`config.mk`:
```
export PLATFORM = sky130hd
export DESIGN_NAME = wit_ram
export DESIGN_NICKNAME = d
export VERILOG_FILES = /design/src/wit_ram.sv
export SDC_FILE = /design/constraint.sdc
export NUM_CORES = 1
export LEC_CHECK = 0
export BUFFER_PORTS_ARGS = -buffer_cell sky130_fd_sc_hd__buf_2
export CAP_MARGIN = 20
export CORE_MARGIN = 3
export CORE_UTILIZATION = 31
export CTS_BUF_LIST = sky130_fd_sc_hd__clkbuf_4
export DETAILED_ROUTE_END_ITERATION = 8
export GPL_ROUTABILITY_DRIVEN = 0
export GPL_TIMING_DRIVEN = 0
export PLACE_DENSITY = 0.57
export SYNTH_ARGS = -nofsm -noshare
export SYNTH_HDL_FRONTEND = slang
export SYNTH_SLANG_ARGS = --single-unit
export TNS_END_PERCENT = 30
```
`constraint.sdc`:
```
create_clock -name clk_i -period 1.9 [get_ports clk_i]
set_clock_uncertainty 0.1 [all_clocks]
set_input_delay 0.38 -clock clk_i [delete_from_list [all_inputs] [get_ports clk_i]]
set_output_delay 0.38 -clock clk_i [all_outputs]
set_load 0.02 [all_outputs]
```
`src/wit_ram.sv`:
```
`timescale 1ns / 1ps
// Generic single-write, single-read RAM with registered read data.
module wit_ram #(
  parameter int Width = 8,
  parameter int Depth = 8,
  localparam int AddrW = (Depth > 1) ? $clog2(Depth) : 1
) (
  input  logic             clk_i,
  input  logic             we_i,
  input  logic [AddrW-1:0] waddr_i,
  input  logic [Width-1:0] wdata_i,
  input  logic             re_i,
  input  logic [AddrW-1:0] raddr_i,
  output logic [Width-1:0] rdata_o
);

  logic [Width-1:0] mem_q [Depth];
  logic [Width-1:0] rdata_q;

  always_ff @(posedge clk_i) begin
    if (we_i) begin
      mem_q[waddr_i] <= wdata_i;
    end
    if (re_i) begin
      rdata_q <= mem_q[raddr_i];
    end
  end

  assign rdata_o = rdata_q;

endmodule

```
==> summary.txt <==
Placement
  • Placed cell areas: 3020 um^2
  • PortBufs: 21
  • Post-place setup slack: -253 ps
  • DP HPWL: 3230 um

Floorplanning
  • Die W: 101 um
  • Chip height: 101 um
  • Die ar.: 10100 um^2
  • Core Region: 8460 um^2
  • Initial core utilization: 0.327
  • Boundary Pins: 25
  • Rows: 33

Setup path
  • CP required: 1970 ps
  • Worst Setup Path Type: input pin to register
  • Worst setup SP type: input pin
  • CP delay by family, top: buffers and inverters
  • Critical path buffer and inverter count: 2
  • Max incr delay on CP: 370 ps
  • Slowest CP cell: buf_2
  • CP cell instances: clkbuf_1 > buf_2 > mux4_2 > mux2_2
  • Register-to-Register Setup Slack: 380 ps
  • Crit end category: register
  • Critical path peak fanout: 10
  • Worst Path Arrival: 1720 ps

Logic synthesis
  • Synth Instances: 114
  • Flip-flop and latch count after synthesis: 72
  • Sequential area share after synthesis: 0.780
  • Mapped Nets: 131
  • Yosys warns: 0
  • Post-Syn Area: 2770 um^2
  • Yosys cell types: 13
  • Top cells by area, synth: edfxtp_1, mux4_1, mux2_2
  • Top-area cell type share of the netlist area: 0.780
  • Yosys top cell by area: edfxtp_1
  • Synth Area per Inst: 24.3 um^2

STA
  • Final cycle utilization of the critical path: 0.866
  • Fin. Hold Viols: 0
  • Final Max Tran Viols: 0
  • Relative slew slack: 0.364
  • Tmin final: 1650 ps
  • Post-route setup slack: 255 ps
  • Total negative slack: 0 ps
  • Final setup viols: 0
  • Worst Tran Pin Value: 950 ps
  • FMAX: 0.608 GHz
  • RSZ-0062 raised after global routing: false
  • Worst hold slack: 126 ps

Global route
  • Gr usage total: 0.112
  • Vias in the first global route: 1310
  • Global-route wire length before repair: 7650 um
  • Grt ovf: 0
  • Initial antenna violation count: 0
  • Largest net degree at the start of global routing: 13

Clock network
  • Clock latency on the worst-skew pair: 410 ps
  • Root Driver: clkbuf_4
  • Post-CTS Setup Inserts: 0
  • Hold_buf cts: 0
  • CTS tree: built
  • CTS-repair resized insts: 0
  • Clk buf depth: 2
  • Worst-path clk slew: 110 ps
  • Num CTS Buffers: 9
  • Clock sink count: 72
  • H-tree levels: 3

Power and ir drop
  • Overall Power: 2.91 mW
  • Leak: 1.05 nW
  • Pwr dens: 925 nW/um^2
  • VDD IR max: 0.000300 V

Detailed routing
  • # DRC: 0
  • Number of DRC markers in iteration 0: 77
  • First-pass DRT Iterations: 4
  • Avg Vias per Cell: 4.77
  • Via count: 1226
  • Post-DR wirelength/cell: 19.9 um
  • Drt total wl: 5110 um
  • Antenna Violating Nets Remaining: 0

Min path
  • Hold Crit Class: input pin to register

Layout
  • Fin area: 3150 um^2
  • Ant. Diodes: 0
  • Most common cell after layout, fill and taps aside: edfxtp_1
  • Most frequent cells in the layout: edfxtp_1, buf_2, mux4_1
  • Layout area overhead: 13.7%
  • Layout cell share with drive strength beyond 1: 0.322
  • Final nets: 164

Flow run
  • Max_cap viols: 0

Status
  • Status: completed
[flip-flops by register name (all words and copies together) (netlist names)]
signal   flops
mem_q       64
rdata_o      8
[path summary, 6_finish.rpt]
kind	from	endpoint	depth (start not counted)
setup reg to reg	mem_q[1][4]	rdata_o[4]	2
setup / recovery	raddr_i[2]	rdata_o[0]	4
hold / removal	wdata_i[1]	mem_q[6][1]	1
hold reg to reg	mem_q[2][1]	rdata_o[1]	2
[synthesized netlist by cell type (all sizes together)]
cell type / count
buf: 4
clkbuf: 1
edfxtp: 72
mux2: 8
mux4: 16
nand2: 2
nand2b: 3
nor2: 6
nor3: 2
[cells by family after synthesis]
logic type	share of synthesized area
DFF	0.780
muxes	0.183
and+or+nand+nor	0.0212
buffers and inverters	0.0158
[layout make-up]
class                   count  area (um^2)
fillers                   762         5310
flip-flops and latches     72         2160
multi-input cells          37          571
well taps                 105          131
repair buffers             22          113
clock buffers               9         67.6
clock inverters             7         62.6
plain buffers               5         43.8
[report_power, final]
group | switching (mW) | internal [mW]
Sequential | 0.0119 | 1.81
Combinational | 0.105 | 0.0842
Clock | 0.513 | 0.387
Total | 0.630 | 2.28
[stage by stage]
step,instances,utilization
2_1_floorplan,114,-
4_1_cts,257,0.372
3_5_place_dp,241,0.357
3_3_place_gp,240,0.355
6_report,257,0.372
5_1_grt,257,0.372
[routing by layer]
| layer | part of all wire | up-vias | global-route usage |
|---|---|---|---|
| met3 | 0.042 | 11 | 0.0332 |
| met2 | 0.50 | 31 | 0.186 |
| met1 | 0.44 | 625 | 0.127 |
| li1 | - | 559 | - |
| met4 | 0.024 | 0 | 0.0653 |
| met5 | 0 | - | 0 |
[worst reg2reg max path: cells and delay by family, from the launching register on]
kind,cells,cell delay [ps]
multiplexers,2,810
flip-flops,1,390
Power figures use the tool's default switching activity.
