<file path="src/wit_pkg.sv">
`timescale 1ns / 1ps
// Shared types, constants and coefficient tables for the Winograd input tile transform.
package wit_pkg;

  localparam int SAMPLE_BITS = 16;
  localparam int IN_BITS     = 16;
  localparam int VALUE_BITS  = 28;
  localparam int LANES       = 8;
  localparam int SMALL_LANES = 4;
  localparam int STORE_BITS  = SAMPLE_BITS + 6;
  localparam int ROW_BITS    = LANES * STORE_BITS;
  localparam int ROW_AW      = $clog2(LANES);
  localparam int COEF_BITS   = 6;

  typedef logic signed [SAMPLE_BITS-1:0] sample_t;
  typedef logic signed [STORE_BITS-1:0]  store_t;
  typedef store_t [LANES-1:0]            row_t;
  typedef logic signed [VALUE_BITS-1:0]  value_t;
  typedef logic signed [COEF_BITS-1:0]   coef_t;
  typedef logic [ROW_AW-1:0]             row_idx_t;

  localparam row_idx_t LAST_LARGE = row_idx_t'(LANES - 1);
  localparam row_idx_t LAST_SMALL = row_idx_t'(SMALL_LANES - 1);

  typedef struct packed {
    logic signed [IN_BITS-1:0] sample7;
    logic signed [IN_BITS-1:0] sample6;
    logic signed [IN_BITS-1:0] sample5;
    logic signed [IN_BITS-1:0] sample4;
    logic signed [IN_BITS-1:0] sample3;
    logic signed [IN_BITS-1:0] sample2;
    logic signed [IN_BITS-1:0] sample1;
    logic signed [IN_BITS-1:0] sample0;
  } in_item_t;

  typedef struct packed {
    value_t   value7;
    value_t   value6;
    value_t   value5;
    value_t   value4;
    value_t   value3;
    value_t   value2;
    value_t   value1;
    value_t   value0;
    row_idx_t row_index;
    logic     last_row;
  } out_item_t;

  typedef struct packed {
    logic start;
    logic big;
  } col_cmd_t;

  typedef struct packed {
    logic     en;
    row_idx_t addr;
  } rd_req_t;

  // 4 x BT for the 8x8 tile, indexed [output][input]
  localparam coef_t COEF_LARGE [LANES][LANES] = '{
    '{ 6'sd4,  6'sd0, -6'sd21,  6'sd0,  6'sd21,  6'sd0, -6'sd4, 6'sd0},
    '{ 6'sd0,  6'sd4,  6'sd4,  -6'sd17, -6'sd17, 6'sd4,  6'sd4, 6'sd0},
    '{ 6'sd0, -6'sd4,  6'sd4,   6'sd17, -6'sd17, -6'sd4, 6'sd4, 6'sd0},
    '{ 6'sd0,  6'sd2,  6'sd1,  -6'sd10, -6'sd5,  6'sd8,  6'sd4, 6'sd0},
    '{ 6'sd0, -6'sd2,  6'sd1,   6'sd10, -6'sd5, -6'sd8,  6'sd4, 6'sd0},
    '{ 6'sd0,  6'sd8,  6'sd16, -6'sd10, -6'sd20, 6'sd2,  6'sd4, 6'sd0},
    '{ 6'sd0, -6'sd8,  6'sd16,  6'sd10, -6'sd20, -6'sd2, 6'sd4, 6'sd0},
    '{ 6'sd0, -6'sd4,  6'sd0,   6'sd21,  6'sd0, -6'sd21, 6'sd0, 6'sd4}
  };

  // BT for the 4x4 tile, padded with zeros
  localparam coef_t COEF_SMALL [LANES][LANES] = '{
    '{6'sd1,  6'sd0, -6'sd1, 6'sd0,  6'sd0, 6'sd0, 6'sd0, 6'sd0},
    '{6'sd0,  6'sd1,  6'sd1, 6'sd0,  6'sd0, 6'sd0, 6'sd0, 6'sd0},
    '{6'sd0, -6'sd1,  6'sd1, 6'sd0,  6'sd0, 6'sd0, 6'sd0, 6'sd0},
    '{6'sd0,  6'sd1,  6'sd0, -6'sd1, 6'sd0, 6'sd0, 6'sd0, 6'sd0},
    '{6'sd0,  6'sd0,  6'sd0, 6'sd0,  6'sd0, 6'sd0, 6'sd0, 6'sd0},
    '{6'sd0,  6'sd0,  6'sd0, 6'sd0,  6'sd0, 6'sd0, 6'sd0, 6'sd0},
    '{6'sd0,  6'sd0,  6'sd0, 6'sd0,  6'sd0, 6'sd0, 6'sd0, 6'sd0},
    '{6'sd0,  6'sd0,  6'sd0, 6'sd0,  6'sd0, 6'sd0, 6'sd0, 6'sd0}
  };

  function automatic coef_t coef(input logic big, input row_idx_t r, input row_idx_t k);
    return big ? COEF_LARGE[r][k] : COEF_SMALL[r][k];
  endfunction

  // Take the low SAMPLE_BITS of a field as a signed sample
  function automatic sample_t sample_ext(input logic [IN_BITS-1:0] raw);
    sample_t v;
    for (int i = 0; i < SAMPLE_BITS; i++) begin
      v[i] = (i < IN_BITS) ? raw[i % IN_BITS] : 1'b0;
    end
    return v;
  endfunction

  // Sign-extend or wrap a stored value to result width
  function automatic value_t widen(input store_t s);
    value_t v;
    for (int i = 0; i < VALUE_BITS; i++) begin
      v[i] = s[(i < STORE_BITS) ? i : STORE_BITS - 1];
    end
    return v;
  endfunction

endpackage

</file>
<file path="src/wit_row_pass.sv">
`timescale 1ns / 1ps
// Row transform: applies BT (scaled by 4 in large mode) to one incoming tile row.
module wit_row_pass (
  input  wit_pkg::in_item_t item_i,
  input  logic              big_i,
  output wit_pkg::row_t     row_o
);
  import wit_pkg::*;

  sample_t d [LANES];
  store_t  acc;

  always_comb begin
    d[0] = sample_ext(item_i.sample0);
    d[1] = sample_ext(item_i.sample1);
    d[2] = sample_ext(item_i.sample2);
    d[3] = sample_ext(item_i.sample3);
    d[4] = sample_ext(item_i.sample4);
    d[5] = sample_ext(item_i.sample5);
    d[6] = sample_ext(item_i.sample6);
    d[7] = sample_ext(item_i.sample7);
    acc  = '0;
    row_o = '0;
    for (int r = 0; r < LANES; r++) begin
      acc = '0;
      for (int k = 0; k < LANES; k++) begin
        acc = acc + STORE_BITS'(coef(big_i, row_idx_t'(r), row_idx_t'(k)))
                    * STORE_BITS'(d[k]);
      end
      row_o[r] = acc;
    end
  end

endmodule

</file>
<file path="config.mk">
export PLATFORM = sky130hd
export DESIGN_NAME = wit_row_pass
export DESIGN_NICKNAME = d
export VERILOG_FILES = /design/src/wit_pkg.sv /design/src/wit_row_pass.sv
export SDC_FILE = /design/constraint.sdc
export NUM_CORES = 2
export LEC_CHECK = 0
export BUFFER_PORTS_ARGS = -buffer_cell sky130_fd_sc_hd__buf_2
export CORE_MARGIN = 10
export CORE_UTILIZATION = 28
export DETAILED_ROUTE_END_ITERATION = 16
export PLACE_DENSITY = 0.55
export SYNTH_ARGS = -nofsm -noshare
export SYNTH_HDL_FRONTEND = slang
export SYNTH_SLANG_ARGS = --single-unit
</file>
<file path="constraint.sdc">
create_clock -name vclk -period 13.3
set_clock_uncertainty 0.2 [all_clocks]
set_input_delay 1.33 -clock vclk [all_inputs]
set_output_delay 1.33 -clock vclk [all_outputs]
set_load 0.01 [all_outputs]
</file>
==> impl_metrics.ini <==
[setup_path]
cp_slowest_stage_delay_ns = 0.63
crit_path_start = big_i
worst_path_most_repeated_cell = fa_1
arrival_ns = 11.32
cp-end-kind = output pin
slowest_stage = a211oi_1
path_class = input port to output pin
required_ns = 11.77
path_max_fanout = 37
crit_path_start_kind = input port

[flow_run]
drv_cap = 0

[finish]
final.clkbuf_count = 0
post-route-util_pct = 31.1
n_fill_cell = 20617
fin_cells = 8865
seq_cells = 0
syn2layout_area_growth_pct = 10.1
ff_latch_area_um2 = 0
final_nets = 8639
multi_input_area_mm2 = 0.0478
drive_gt1_share_pct = 7.37

[clocking]
cts_setup_buffers = 0

[placed_design]
dp_cells = 8855
port_buffers = 303
dp_hpwl_um = 164000
place.gp.congestion = 0.910
pre_cts_ws_ns = 0.363

[sta]
fmaxAchievable_mhz = 77.8
slew_headroom_pct = 28.7
setup-violations-final = 0
fin_worst_hold_slack_ns = 2.98
tightest_slew_ns = 1.06
finalHoldViolCount = 0
setup_ws_ns = 0.449
timing.final.crit_share_pct = 96.6
period_needed_ns = 12.85
slew_violations = 0

[drt]
drt_iter0_drc = 1825
drc = 0
wl_per_cell_um = 20.1
vias_per_cell = 4.31
routed_wl_um = 179000
ant_nets = 0
dr.pass1.iters = 7
num_vias = 38191

[logic_synthesis]
yosys.area.top_type_share_pct = 46.1
avgSynthCellArea_um2 = 9.44
seq_area_frac_synth_pct = 0
synth_common_cells = inv_1 (1962), fa_1 (1270), ha_1 (1007), xnor2_1 (260), nor2_1 (227)
syn_inst = 5845
yosys.area.top_type = fa_1
synth_cell_type_count = 71
synth.most_common_cell = inv_1
syn_area_mm2 = 0.0552
ys_warn_count = 0
synth_area_leaders = fa_1 (46%), ha_1 (23%), inv_1 (13%)

[worst_hold_path]
hold_path_startpoint = item_i[0]
hold_class = input port to output pin

[outcome]
status = finished, final reports clean

[floorplan]
core_mm2 = 0.195
initial_core_util_pct = 28.2
fp.dieW_um = 464
fp-row-count = 162
ios = 305
dieArea_mm2 = 0.215
die_y_um = 464

[global_route]
grt_pass1_vias = 42442
grt_start_max_net_pins = 75
grt_pass1_wl_um = 274000
overflow = 0
track_usage_pct = 16.8
antenna_found_initial = 48
-- path summary, 6_finish.rpt --
kind	to	slack (ns)	depth (start not counted)
min	row_o[0]	2.98	4
max	row_o[65]	0.45	32
-- placed cells by master, fill, tap and decap left out, types with 10 or more instances in the layout --
cell	count
inv_1	1962
fa_1	1270
ha_1	1007
buf_2	302
xnor2_1	260
nor2_1	227
nand2_1	218
a21oi_1	147
buf_4	96
o21ai_0	85
xor2_1	78
a21o_1	61
conb_1	46
and2_1	42
nor3_1	39
nand3_1	34
nor2b_1	31
o21bai_1	31
nand2b_1	29
o21a_1	29
or3_1	22
a31oi_1	20
and3_1	18
or2_2	17
mux2_2	16
diode_2	10
a211o_1	10
-- per-stage QoR --
stage | TNS (ns) | cell area [um2]
6_report | 0 | 60800
3_5_place_dp | 0 | 60700
5_1_grt | -0.0440 | 60700
4_1_cts | 0 | 60700
3_3_place_gp | 0 | 60700
2_1_floorplan | 0 | 55400
-- cells by family (layout without fill, tap and decap cells) --
| family | Yosys count | count (layout) | share of synthesized area, % |
|---|---|---|---|
| muxes | 21 | 21 | 0.417 |
| buffers and inverters | 2023 | 2365 | 13.8 |
| AOI/OAI and AO/OA | 475 | 475 | 5.54 |
| adders and majority gates | 2278 | 2278 | 68.9 |
| and+or+nand+nor | 706 | 706 | 5.88 |
| xor gates and xnor gates | 340 | 340 | 5.45 |
| other | 2 | 56 | 0.0136 |
-- per-layer routing --
| metal | part of all wire (%) | vias to the layer above | track usage [%] |
|---|---|---|---|
| li1 | - | 18152 | - |
| met3 | 3.7 | 221 | 1.64 |
| met1 | 42 | 18980 | 21.3 |
| met2 | 50 | 802 | 30.1 |
| met5 | 0.12 | - | 0 |
| met4 | 4.1 | 36 | 4.91 |
-- critical path, delay by kind of cell --
kind	cells	cell delay (ns)
xor gates and xnor gates	3	1.00
AOI/OAI and AO/OA	5	1.79
buffers and inverters	9	1.22
adders and majority gates	12	5.29
and+or+nand+nor	3	0.63
-- final cells by class --
cell class | instances | area share, %
diodes | 10 | 0.0412
multi-input cells | 3866 | 78.6
repair buffers | 402 | 3.78
inverters | 1963 | 12.1
well taps | 2624 | 5.40
-- timing repair --
item,CTS,global route
hold buffers,0,0
gates resized for setup,0,9
endpoints found under the setup margin,0,4
