[config.mk]
export PLATFORM = sky130hd
export DESIGN_NAME = wit_col_pass
export DESIGN_NICKNAME = d
export VERILOG_FILES = /design/src/wit_pkg.sv /design/src/wit_col_pass.sv
export SDC_FILE = /design/constraint.sdc
export NUM_CORES = 2
export LEC_CHECK = 0
export BUFFER_PORTS_ARGS = -buffer_cell sky130_fd_sc_hd__buf_2
export CAP_MARGIN = 20
export CORE_MARGIN = 2
export CORE_UTILIZATION = 30
export CTS_BUF_LIST = sky130_fd_sc_hd__clkbuf_8
export DETAILED_ROUTE_END_ITERATION = 8
export GPL_ROUTABILITY_DRIVEN = 0
export MAX_ROUTING_LAYER = met4
export PLACE_DENSITY = 0.54
export SLEW_MARGIN = 20
export SYNTH_ARGS = -nofsm -noshare
export SYNTH_HDL_FRONTEND = slang
export SYNTH_SLANG_ARGS = --single-unit
[constraint.sdc]
create_clock -name clk_i -period 18.2 [get_ports clk_i]
set_clock_uncertainty 0.05 [all_clocks]
set_input_delay 2.73 -clock clk_i [delete_from_list [all_inputs] [get_ports clk_i]]
set_output_delay 2.73 -clock clk_i [all_outputs]
set_load 0.02 [all_outputs]
[src/wit_pkg.sv]
`timescale 1ns / 1ps
// Shared types, constants and coefficient tables for the Winograd input tile transform.
package wit_pkg;

  localparam int SAMPLE_BITS = 16;
  localparam int IN_BITS     = 16;
  localparam int VALUE_BITS  = 28;
  localparam int LANES       = 8;
  localparam int SMALL_LANES = 4;
  localparam int STORE_BITS  = SAMPLE_BITS + 6;
  localparam int ROW_BITS    = LANES * STORE_BITS;
  localparam int ROW_AW      = $clog2(LANES);
  localparam int COEF_BITS   = 6;

  typedef logic signed [SAMPLE_BITS-1:0] sample_t;
  typedef logic signed [STORE_BITS-1:0]  store_t;
  typedef store_t [LANES-1:0]            row_t;
  typedef logic signed [VALUE_BITS-1:0]  value_t;
  typedef logic signed [COEF_BITS-1:0]   coef_t;
  typedef logic [ROW_AW-1:0]             row_idx_t;

  localparam row_idx_t LAST_LARGE = row_idx_t'(LANES - 1);
  localparam row_idx_t LAST_SMALL = row_idx_t'(SMALL_LANES - 1);

  typedef struct packed {
    logic signed [IN_BITS-1:0] sample7;
    logic signed [IN_BITS-1:0] sample6;
    logic signed [IN_BITS-1:0] sample5;
    logic signed [IN_BITS-1:0] sample4;
    logic signed [IN_BITS-1:0] sample3;
    logic signed [IN_BITS-1:0] sample2;
    logic signed [IN_BITS-1:0] sample1;
    logic signed [IN_BITS-1:0] sample0;
  } in_item_t;

  typedef struct packed {
    value_t   value7;
    value_t   value6;
    value_t   value5;
    value_t   value4;
    value_t   value3;
    value_t   value2;
    value_t   value1;
    value_t   value0;
    row_idx_t row_index;
    logic     last_row;
  } out_item_t;

  typedef struct packed {
    logic start;
    logic big;
  } col_cmd_t;

  typedef struct packed {
    logic     en;
    row_idx_t addr;
  } rd_req_t;

  // 4 x BT for the 8x8 tile, indexed [output][input]
  localparam coef_t COEF_LARGE [LANES][LANES] = '{
    '{ 6'sd4,  6'sd0, -6'sd21,  6'sd0,  6'sd21,  6'sd0, -6'sd4, 6'sd0},
    '{ 6'sd0,  6'sd4,  6'sd4,  -6'sd17, -6'sd17, 6'sd4,  6'sd4, 6'sd0},
    '{ 6'sd0, -6'sd4,  6'sd4,   6'sd17, -6'sd17, -6'sd4, 6'sd4, 6'sd0},
    '{ 6'sd0,  6'sd2,  6'sd1,  -6'sd10, -6'sd5,  6'sd8,  6'sd4, 6'sd0},
    '{ 6'sd0, -6'sd2,  6'sd1,   6'sd10, -6'sd5, -6'sd8,  6'sd4, 6'sd0},
    '{ 6'sd0,  6'sd8,  6'sd16, -6'sd10, -6'sd20, 6'sd2,  6'sd4, 6'sd0},
    '{ 6'sd0, -6'sd8,  6'sd16,  6'sd10, -6'sd20, -6'sd2, 6'sd4, 6'sd0},
    '{ 6'sd0, -6'sd4,  6'sd0,   6'sd21,  6'sd0, -6'sd21, 6'sd0, 6'sd4}
  };

  // BT for the 4x4 tile, padded with zeros
  localparam coef_t COEF_SMALL [LANES][LANES] = '{
    '{6'sd1,  6'sd0, -6'sd1, 6'sd0,  6'sd0, 6'sd0, 6'sd0, 6'sd0},
    '{6'sd0,  6'sd1,  6'sd1, 6'sd0,  6'sd0, 6'sd0, 6'sd0, 6'sd0},
    '{6'sd0, -6'sd1,  6'sd1, 6'sd0,  6'sd0, 6'sd0, 6'sd0, 6'sd0},
    '{6'sd0,  6'sd1,  6'sd0, -6'sd1, 6'sd0, 6'sd0, 6'sd0, 6'sd0},
    '{6'sd0,  6'sd0,  6'sd0, 6'sd0,  6'sd0, 6'sd0, 6'sd0, 6'sd0},
    '{6'sd0,  6'sd0,  6'sd0, 6'sd0,  6'sd0, 6'sd0, 6'sd0, 6'sd0},
    '{6'sd0,  6'sd0,  6'sd0, 6'sd0,  6'sd0, 6'sd0, 6'sd0, 6'sd0},
    '{6'sd0,  6'sd0,  6'sd0, 6'sd0,  6'sd0, 6'sd0, 6'sd0, 6'sd0}
  };

  function automatic coef_t coef(input logic big, input row_idx_t r, input row_idx_t k);
    return big ? COEF_LARGE[r][k] : COEF_SMALL[r][k];
  endfunction

  // Take the low SAMPLE_BITS of a field as a signed sample
  function automatic sample_t sample_ext(input logic [IN_BITS-1:0] raw);
    sample_t v;
    for (int i = 0; i < SAMPLE_BITS; i++) begin
      v[i] = (i < IN_BITS) ? raw[i % IN_BITS] : 1'b0;
    end
    return v;
  endfunction

  // Sign-extend or wrap a stored value to result width
  function automatic value_t widen(input store_t s);
    value_t v;
    for (int i = 0; i < VALUE_BITS; i++) begin
      v[i] = s[(i < STORE_BITS) ? i : STORE_BITS - 1];
    end
    return v;
  endfunction

endpackage

[src/wit_col_pass.sv]
`timescale 1ns / 1ps
// Column pass: reads stored rows, accumulates each result row and holds it for output.
module wit_col_pass (
  input  logic               clk_i,
  input  logic               rst_ni,
  input  wit_pkg::col_cmd_t  cmd_i,
  output wit_pkg::rd_req_t   rd_o,
  input  wit_pkg::row_t      rdata_i,
  output logic               busy_o,
  output logic               out_valid_o,
  input  logic               out_stall_i,
  output wit_pkg::out_item_t out_data_o
);
  import wit_pkg::*;

  logic      running_q, running_d;
  logic      big_q, big_d;
  row_idx_t  row_q, row_d;
  row_idx_t  tap_q, tap_d;
  row_idx_t  last_tap;
  logic      tap_end;
  logic      out_free;
  logic      issue;

  logic      p_valid_q;
  logic      p_first_q;
  logic      p_last_q;
  logic      p_final_q;
  row_idx_t  p_row_q;
  coef_t     p_coef_q;

  value_t    prod [LANES];
  value_t    sum [LANES];
  value_t    acc_q [LANES];
  logic      load;
  logic      out_valid_q, out_valid_d;
  out_item_t out_q, out_d;

  assign last_tap = big_q ? LAST_LARGE : LAST_SMALL;
  assign tap_end  = (tap_q == last_tap);
  assign out_free = !out_valid_q || !out_stall_i;
  // hold the final read of a row until the output register can take it
  assign issue    = running_q && (!tap_end || out_free);

  assign rd_o.en   = issue;
  assign rd_o.addr = tap_q;
  assign busy_o    = running_q;

  always_comb begin
    running_d = running_q;
    big_d     = big_q;
    row_d     = row_q;
    tap_d     = tap_q;
    if (cmd_i.start) begin
      running_d = 1'b1;
      big_d     = cmd_i.big;
      row_d     = '0;
      tap_d     = '0;
    end else if (issue) begin
      if (tap_end) begin
        tap_d = '0;
        row_d = row_q + row_idx_t'(1);
        if (row_q == last_tap) begin
          running_d = 1'b0;
        end
      end else begin
        tap_d = tap_q + row_idx_t'(1);
      end
    end
  end

  always_ff @(posedge clk_i or negedge rst_ni) begin
    if (!rst_ni) begin
      running_q   <= 1'b0;
      big_q       <= 1'b1;
      row_q       <= '0;
      tap_q       <= '0;
      p_valid_q   <= 1'b0;
      out_valid_q <= 1'b0;
    end else begin
      running_q   <= running_d;
      big_q       <= big_d;
      row_q       <= row_d;
      tap_q       <= tap_d;
      p_valid_q   <= issue;
      out_valid_q <= out_valid_d;
    end
  end

  always_ff @(posedge clk_i) begin
    if (issue) begin
      p_first_q <= (tap_q == '0);
      p_last_q  <= tap_end;
      p_final_q <= (row_q == last_tap);
      p_row_q   <= row_q;
      p_coef_q  <= coef(big_q, row_q, tap_q);
    end
  end

  always_comb begin
    for (int c = 0; c < LANES; c++) begin
      prod[c] = VALUE_BITS'(p_coef_q) * widen(rdata_i[c]);
      sum[c]  = (p_first_q ? value_t'(0) : acc_q[c]) + prod[c];
      // drop the upper lanes of a small tile
      if (!big_q && c >= SMALL_LANES) begin
        sum[c] = '0;
      end
    end
  end

  always_ff @(posedge clk_i) begin
    if (p_valid_q) begin
      acc_q <= sum;
    end
  end

  assign load = p_valid_q && p_last_q;

  always_comb begin
    out_d           = out_q;
    out_d.value0    = sum[0];
    out_d.value1    = sum[1];
    out_d.value2    = sum[2];
    out_d.value3    = sum[3];
    out_d.value4    = sum[4];
    out_d.value5    = sum[5];
    out_d.value6    = sum[6];
    out_d.value7    = sum[7];
    out_d.row_index = p_row_q;
    out_d.last_row  = p_final_q;
    out_valid_d     = load || (out_valid_q && out_stall_i);
  end

  always_ff @(posedge clk_i) begin
    if (load) begin
      out_q <= out_d;
    end
  end

  assign out_valid_o = out_valid_q;
  assign out_data_o  = out_q;

endmodule

==> flow_summary_export.csv <==
group,metric,value,unit
cts,clk_latency,870,ps
yosys,syn_inst,5808,
yosys,syn_area_per_cell,10.1,µm²
die,core_area,195000,µm²
run_status,outcome,"finished clean",
yosys,synth-edff-count,464,
place,portBuffers,414,
setup_path,cp-end-kind,"flip-flop",
yosys,ys_top_cells_by_count,"1,253 x inv_1, 912 x fa_1, 701 x and2_1",
setup_path,crit_arrival,8220,ps
finish,drive_above_1_share,10.0,%
sta,hold_violations,0,
pwr,switching_share,47.8,%
pwr,pwr-share-comb,69.2,%
sta,fmax,130,MHz
sta,slew_violations,0,
pwr,clockPowerShare,11.8,%
sta,finalSetupViolCount,0,
sta,setup_ws,10510,ps
place,post-place-ws,9720,ps
sta,slew_headroom,38.6,%
place,place_inst,8722,
cts,htree_levels,3,
sta,fin_tns_setup,0,ps
yosys,async_flop_share,2.11,%
pwr,max-vdd-ir-drop,99.9,µV
global_routing,grt.overflow.total,0,
sta,worstMarginPinSlew,919,ps
yosys,synth.most_common_cell,"inv_1",
worst_hold_path,hold_start,"p_final_q",
detailed_routing,first_pass_iters,5,
global_routing,antenna_found_initial,55,
worst_hold_path,holdCritPathClass,"reg -> reg",
die,num_io_pins,415,
pwr,p_int,5680,µW
yosys,yosysTopAreaCell,"fa_1",
global_routing,grt_pass1_vias,43800,
setup_path,crit_fanout,54,
worst_hold_path,holdPathStages,0,
die,fp.dieW,447,µm
global_routing,grt_max_degree,123,
setup_path,criticalPathCategory,"reg -> reg",
yosys,ys.flop_type,"edfxtp_1",
setup_path,worst_ep_required_time,18740,ps
finish,nNetsFinal,7784,
setup_path,rr_worst_depth,22,
pwr,power.density,164,nW/µm²
place,dpl.hpwl,125000,µm
yosys,ys_ff_latch,474,
global_routing,grt_usage,17.0,%
detailed_routing,route.antenna.remaining_nets,0,
cts,clockBufferDepth,3,
detailed_routing,drc_errors,0,
sta,rsz0062_at_grt,"no",
cts,postCtsSetupBuffers,0,
global_routing,grt_pass1_wl,254000,µm
yosys,ys_seq_area_share,24.1,%
worst_hold_path,hold_path_end,"out_data_o[0]",
cts,cts_tree,"done",
setup_path,start_kind,"flip-flop",
setup_path,reg2reg_slack,10510,ps
finish,fin_cells,8944,
die,num_rows,162,
yosys,synth_largest_type_area_fraction,31.0,%
die,die_area,200000,µm²
sta,period_minus_slack,7690,ps
yosys,synth.area.top_cells,"fa_1 31%, edfxtp_1 24%, ha_1 10%",
die,start_util,30.2,%
detailed_routing,via_count,40600,
detailed_routing,wl_per_cell,18.0,µm
yosys,ys.warnings.count,0,
die,die_h,447,µm
cts,path_clk_slew,60,ps
cts,holdBufCountCts,0,
setup_path,reg2reg_from,"p_coef_q[2]",
pwr,p_seq_share,18.9,%
cts,cts_resized,0,
detailed_routing,vias_per_cell,4.54,
cts,cts_num_sinks,474,
pwr,p_switching,5200,µW
cts,cts-buffers-inserted,101,
cts,root_buffer,"clkbuf_8",
setup_path,reg2reg_to,"acc_q[192]",
finish,layout-area-overhead-vs-synth,12.4,%
detailed_routing,finalWirelength,161000,µm
yosys,synth_cell_types,75,
sta,fin_crit_sh,42.2,%
pwr,cellLeakagePower,0.0316,µW
yosys,synth_nets,7391,
yosys,syn-cell-area,58900,µm²
detailed_routing,drt_iter0_drc,1925,
run,cap_violations,0,
-- sequential cells by signal (all words and copies together) (netlist names) --
| name | flops |
|---|---|
| out_data_o | 228 |
| acc_q | 224 |
| p_coef_q | 6 |
| p_row_q | 3 |
| row_q | 3 |
| tap_q | 3 |
| big_q | 1 |
| busy_o | 1 |
| out_valid_o | 1 |
| p_final_q | 1 |
| p_first_q | 1 |
| p_last_q | 1 |
| p_valid_q | 1 |
-- final cells by class --
cell class                      instances  area (µm²)
Fill cell                           20200      129000
Multi-Input combinational cell       3915       39400
Sequential cell                       474       14200
Inverter                             1255        4720
Tap cell                             2624        3280
Timing Repair Buffer                  454        2420
Clock buffer                          103        1420
Clock inverter                         83         711
Antenna cell                           36        90.1
-- metal layers --
metal | wire length (µm) | GRT usage, % | vias to the layer above
met5 | 0 | - | -
met3 | 6860 | 2.42 | 280
met2 | 81000 | 28.8 | 868
met4 | 6850 | 7.08 | 0
li1 | - | - | 18900
met1 | 66600 | 20.2 | 20600
-- critical path: stages, from the launching register on --
cell	delay (ps)
edfxtp_1	320
buf_4	600
buf_4	690
buf_4	700
and2_1	250
fa_1	410
inv_1	90
fa_1	390
inv_1	80
fa_1	400
inv_1	80
fa_1	400
inv_1	70
ha_1	270
and3_1	210
a221oi_1	550
o22ai_1	350
a221oi_1	500
a21oi_1	170
a21oi_1	320
o21bai_1	110
a21oi_1	180
xnor2_1	120
-- worst max-delay path by stage --
stage | from | end | slack [ps] | depth (start not counted)
after global placement | rdata_i[5] | acc_q[222] | 9710 | 20
after detailed placement | rdata_i[6] | acc_q[222] | 9720 | 18
final | p_coef_q[2] | acc_q[192] | 10510 | 22
after floorplan | p_valid_q | out_data_o[0] | 7110 | 1
after global routing | p_coef_q[2] | acc_q[192] | 10030 | 22
after CTS | p_coef_q[2] | acc_q[192] | 10570 | 22
-- per-stage QoR --
step	instance area [µm²]	hold WS, ps	power [µW]	util [%]
after global routing	66200	379	12100	33.9
after detailed placement	64000	355	9640	32.8
after floorplan	58900	350	7720	-
after global placement	64000	357	9560	32.8
after CTS	66100	365	11100	33.9
final	66200	366	10900	34.0
-- layout by cell type, fill, tap and decap left out, types with 32 or more instances in the layout --
cell type	count
xor2_1	79
a21oi_1	162
nor3_1	35
fa_1	912
xnor2_1	152
nand3_1	32
inv_1	1266
buf_2	414
edfxtp_1	464
and2_1	700
o21ai_0	98
ha_1	490
nand2b_1	69
buf_4	36
nand2_1	283
a21o_1	78
nor2b_1	248
nor2_1	299
clkbuf_8	103
diode_2	36
-- cells by family (layout without fill, tap and decap cells) --
family,after synthesis,in the layout,share of synthesized area [%]
adder cells (fa/ha/maj),1402,1402,41.4
buffers and inverters,1419,1895,9.05
AO/OA/AOI/OAI,532,532,5.91
other,0,36,0
multiplexers,7,7,0.140
flip-flops,474,474,24.1
AND/OR/NAND/NOR,1743,1743,16.0
XOR/XNOR,231,231,3.44
-- power by group through the flow --
stage               Clock [µW]  Sequential [µW]  Combinational (µW)
finish                    1290             2060                7530
global route              1390             2090                8670
CTS                       1350             2070                7650
detailed placement           0             2080                7560
global placement             0             2080                7480
floorplan                    0             2110                5610
(Power assumes the default switching activity.)
